**config.mk**
```make
export PLATFORM = sky130hd
export DESIGN_NAME = gcib_vec_cell
export DESIGN_NICKNAME = d
export VERILOG_FILES = /design/src/hdl/gcib_pkg.sv /design/src/hdl/gcib_vec_cell.sv
export SDC_FILE = /design/constraint.sdc
export NUM_CORES = 1
export LEC_CHECK = 0
export ABC_AREA = 0
export ABC_CLOCK_PERIOD_IN_PS = 4700
export BUFFER_PORTS_ARGS = -buffer_cell sky130_fd_sc_hd__buf_2
export CORE_MARGIN = 3
export CORE_UTILIZATION = 40
export CTS_BUF_LIST = sky130_fd_sc_hd__clkbuf_2 sky130_fd_sc_hd__clkbuf_4 sky130_fd_sc_hd__clkbuf_8
export CTS_CLUSTER_SIZE = 20
export DETAILED_ROUTE_END_ITERATION = 10
export PLACE_DENSITY_LB_ADDON = 0.12
export SLEW_MARGIN = 0
export SYNTH_ARGS = -nofsm -noshare
export SYNTH_HDL_FRONTEND = slang
export SYNTH_SLANG_ARGS = --single-unit
```
**constraint.sdc**
```tcl
create_clock -name aclk -period 4.7 [get_ports aclk]
set_clock_uncertainty 0.15 [all_clocks]
set_input_delay 0.47 -clock aclk [delete_from_list [all_inputs] [get_ports aclk]]
set_output_delay 0.47 -clock aclk [all_outputs]
set_load 0.005 [all_outputs]
```
**src/hdl/gcib_pkg.sv**
```systemverilog
`default_nettype none

package gcib_pkg;

    localparam int CORDIC_STAGES_DEF = 24;
    localparam int TBL_LEN = 32;

    // Angle word: degrees with 40 fraction bits.
    localparam int ZW = 52;
    // Sine and cosine word: 30 fraction bits.
    localparam int SCW = 34;
    // Products and the vectoring datapath: 60 fraction bits.
    localparam int VW = 64;
    localparam int BW = ZW - 17;

    localparam logic [63:0] PI60 = 64'h3243F6A8885A308D;
    localparam logic signed [SCW-1:0] KGAIN = SCW'(64'h26DD3B6A);

    localparam logic signed [ZW-1:0] DEG45 = ZW'(64'd45 << 40);
    localparam logic signed [ZW-1:0] DEG90 = ZW'(64'd90 << 40);
    localparam logic signed [ZW-1:0] DEG180 = ZW'(64'd180 << 40);
    localparam logic signed [ZW-1:0] DEG360 = ZW'(64'd360 << 40);
    localparam logic signed [ZW-1:0] ROUND_HALF = ZW'(64'd65536);

    localparam logic signed [33:0] FULL_Q23 = 34'sd3019898880;
    localparam logic signed [33:0] HALF_Q23 = 34'sd1509949440;

    localparam logic signed [30:0] STATION_LAT_RST = 31'sd245813897;
    localparam logic signed [31:0] STATION_LON_RST = -32'sd680422644;

    localparam int CFG_IDX_W = 1;

    typedef enum logic [CFG_IDX_W-1:0] {
        REG_STATION_LATITUDE,
        REG_STATION_LONGITUDE
    } cfg_reg_t;

    // Arctangent of 2^-idx in degrees with 40 fraction bits, from the
    // alternating series in 60-bit radians with every term truncated.
    function automatic logic signed [ZW-1:0] atan_deg40(input int idx);
        logic [63:0] sum;
        logic [63:0] term;
        logic [127:0] prod;
        int n;
        int sh;
        if (idx == 0) begin
            return DEG45;
        end
        sum = 64'd0;
        for (n = 0; n < 31; n++) begin
            sh = idx * (2 * n + 1);
            if (sh < 61) begin
                term = (64'd1 << 60) >> sh;
                term = term / 64'(2 * n + 1);
                if ((n % 2) == 1) begin
                    sum = sum - term;
                end else begin
                    sum = sum + term;
                end
            end
        end
        prod = 128'(sum) * (128'd180 << 40);
        prod = prod / 128'(PI60);
        return prod[ZW-1:0];
    endfunction

endpackage

`default_nettype wire

```
**src/hdl/gcib_vec_cell.sv**
```systemverilog
`default_nettype none

module gcib_vec_cell #(
    parameter int XW = gcib_pkg::VW,
    parameter int IDX = 0
) (
    input  wire                             aclk,
    input  wire                             en,
    input  wire logic signed [XW-1:0]       x_i,
    input  wire logic signed [XW-1:0]       y_i,
    input  wire logic signed [gcib_pkg::ZW-1:0] z_i,
    output logic signed [XW-1:0]            x_o,
    output logic signed [XW-1:0]            y_o,
    output logic signed [gcib_pkg::ZW-1:0]  z_o
);

    localparam logic signed [gcib_pkg::ZW-1:0] ATAN = gcib_pkg::atan_deg40(IDX);

    logic signed [XW-1:0] x_reg, x_next;
    logic signed [XW-1:0] y_reg, y_next;
    logic signed [gcib_pkg::ZW-1:0] z_reg, z_next;
    logic signed [XW-1:0] dx, dy;

    always_comb begin
        dx = y_i >>> IDX;
        dy = x_i >>> IDX;
        if (y_i >= 0) begin
            x_next = x_i + dx;
            y_next = y_i - dy;
            z_next = z_i + ATAN;
        end else begin
            x_next = x_i - dx;
            y_next = y_i + dy;
            z_next = z_i - ATAN;
        end
    end

    always_ff @(posedge aclk) begin
        if (en) begin
            x_reg <= x_next;
            y_reg <= y_next;
            z_reg <= z_next;
        end
    end

    assign x_o = x_reg;
    assign y_o = y_reg;
    assign z_o = z_reg;

endmodule

`default_nettype wire

```
==> flow_summary.yaml <==
synth:
  synthTopCellsByArea: "edfxtp_1, ha_1, a21oi_1"
  seq_area_frac_synth: 0.301
  yosysMostFrequentCell: "a21oi_1"
  yosys_warnings: 0
  synth_top_area_frac: 0.301
  yosysTopAreaCell: "edfxtp_1"
  netlist_area_um2: 17900
  synth_ff_type: "edfxtp_1"
  syn_nets: 2488
  synth_common_cells: "a21oi_1, inv_1, ha_1, edfxtp_1, nor2_1"
  avgSynthCellArea_um2: 8.46
  postSynthCellCount: 2111
  postSynth.asyncResetShare: 0
  synth_edf_count: 179
  synth.distinct_cells: 90
  ys_ff_latch: 179
sta:
  period_share: 0.866
  period_minus_slack_ps: 4070
  max_freq_mhz: 246
  max_slew_margin: 0.395
  worstMarginPinSlew_ps: 899
  drv_slew: 0
  rsz0062_at_grt: "no"
  setup_ws_ps: 629
  fin_setup_tns_ps: 0
  timing_hold_violations_final: 0
  setup_viol: 0
worst_setup_path:
  critPathRequiredTime_ps: 4900
  critPathKind: "input port to register"
  slowest_stage: "a311oi_2"
  crit_path_end_kind: "register"
  cp-start-kind: "input port"
  cp_max_fo: 4
  cp_slowest_stage_delay_ps: 510
  cp_cell_sequence: "buf_2, ha_1, fa_1, nor2b_1, o21ai_0, nand2_1, a211oi_2, o41ai_1, a311oi_2, o21ai_1, a21oi_1, o31a_1, o22ai_1, xnor2_1"
  cp.arrival_ps: 4270
grt:
  antenna_found_initial: 2
  track_usage: 0.296
  grt_pass1_wl_um: 107000
  grt_pass1_vias: 17700
  grt_max_degree: 92
  gr-total-overflow: 0
clock_network:
  cts_made_buffers: 17
  cts_root_buffer: "clkbuf_8"
  clkSinkCount: 179
  post_cts_resized: 0
  cts_tree: "built"
  h-tree-depth: 4
  cts_setup_buffers: 0
  hold_buffers: 44
  clock_path_buffers: 2
  cts.clk_slew.worst_paths_ps: 120
placed_design:
  dpl.hpwl_um: 57600
  port_buffers: 361
  pre_cts_ws_ps: 94.5
  gp_congestion: 1.01
  place_area_um2: 20700
layout:
  syn2layout_area_growth_pct: 20.8
  num-nets-final: 2905
  fin_area_um2: 21600
  utilization: 0.495
  drive_gt1_frac: 0.208
  antenna_cells: 0
flow_run:
  max-cap-violations: 0
power:
  swShare: 0.411
  peakVddDrop_v: 0.000207
  power_switching_mw: 2.41
  pwr-share-seq: 0.366
  p_int_mw: 3.46
  power_leakage_nw: 9.44
  power_frac_comb: 0.425
  power.density_nw_per_um2: 272
  p_clk_frac: 0.209
detailed_routing:
  final_antenna_net_count: 0
  viasPerCell: 5.80
  wire_per_inst_um: 22.9
  vias: 18100
  drt_iter0_markers: 1650
  drc: 0
  wirelength_um: 71500
  first_pass_iters: 6
status:
  status: "complete, no violations"
worst_hold_path:
  hold_class: "input port to register"
  hold_depth: 2
floorplan:
  core_area_um2: 43600
  start_util: 0.410
  die_x_um: 217
  io_pins: 362
  die_height_um: 217
  die_area_um2: 47200
  rows: 76
worst max-delay path, delay by kind of cell:
| kind | cells | cell delay [ps] |
|---|---|---|
| AOI/OAI and AO/OA | 8 | 2520 |
| adders and majority gates | 2 | 650 |
| and+or+nand+nor | 2 | 350 |
| xor gates and xnor gates | 1 | 160 |
| buffers and inverters | 1 | 120 |
layout make-up:
| type | count | area [µm²] |
|---|---|---|
| clock buffers | 17 | 234 |
| repair buffers | 495 | 2940 |
| multi-input cells | 1631 | 11300 |
| inverters | 204 | 766 |
| flip-flops and latches | 179 | 5380 |
| clock inverters | 15 | 206 |
| fillers | 4383 | 22000 |
| well taps | 585 | 732 |
state kept, by name, summed over array words and instances (netlist names):
signal	count
y_o	63
z_o	52
x_o	64
power groups by stage:
stage / Combinational (mW) / Clock, mW / Sequential [mW]
global placement: 2.42 / 0 / 2.18
CTS: 2.45 / 1.27 / 2.15
floorplan: 1.34 / 0 / 2.21
finish: 2.49 / 1.22 / 2.15
detailed placement: 2.41 / 0 / 2.19
global route: 2.69 / 1.32 / 2.17
metal layers:
metal / GRT usage / vias up / share of wire
li1: - / 8470 / -
met4: 0.0711 / 2 / 0.019
met3: 0.0487 / 76 / 0.075
met1: 0.424 / 8779 / 0.46
met5: 0 / - / 0.00025
met2: 0.469 / 804 / 0.45
cells by family after synthesis:
family,Yosys count,synth area share
AOI/OAI and AO/OA,758,0.272
and+or+nand+nor,504,0.135
adders and majority gates,197,0.139
buffers and inverters,301,0.0659
DFF,179,0.301
muxes,37,0.0208
xor gates and xnor gates,135,0.0662
path summary, 6_finish.rpt:
| path | start | endpoint | slack [ps] |
|---|---|---|---|
| worst max-delay path | x_i[0] | y_o[60]$_DFFE_PP_ | 630 |
| worst min-delay path | z_i[49] | z_o[49]$_DFFE_PP_ | 80 |
stage by stage:
step	std cells	hold WS (ps)	total power [mW]
2_1_floorplan	2111	419	3.55
3_3_place_gp	3050	496	4.60
3_5_place_dp	3050	498	4.60
4_1_cts	3126	28.0	5.88
5_1_grt	3126	50.2	6.18
6_report	3126	77.4	5.87
cells in the final DEF (no fill, tap or decap), types with 33 or more instances in the layout:
| cell | instances |
|---|---|
| dlygate4sd3_1 | 44 |
| nor2_1 | 179 |
| nand4_1 | 38 |
| xnor2_1 | 118 |
| edfxtp_1 | 179 |
| mux2i_1 | 36 |
| o21ai_0 | 113 |
| a21o_1 | 33 |
| inv_1 | 193 |
| buf_2 | 359 |
| nand2_1 | 114 |
| o21bai_1 | 69 |
| buf_4 | 90 |
| a21oi_1 | 306 |
| ha_1 | 192 |
| nor3_1 | 35 |
No activity file was read; power rests on OpenSTA's default activity.
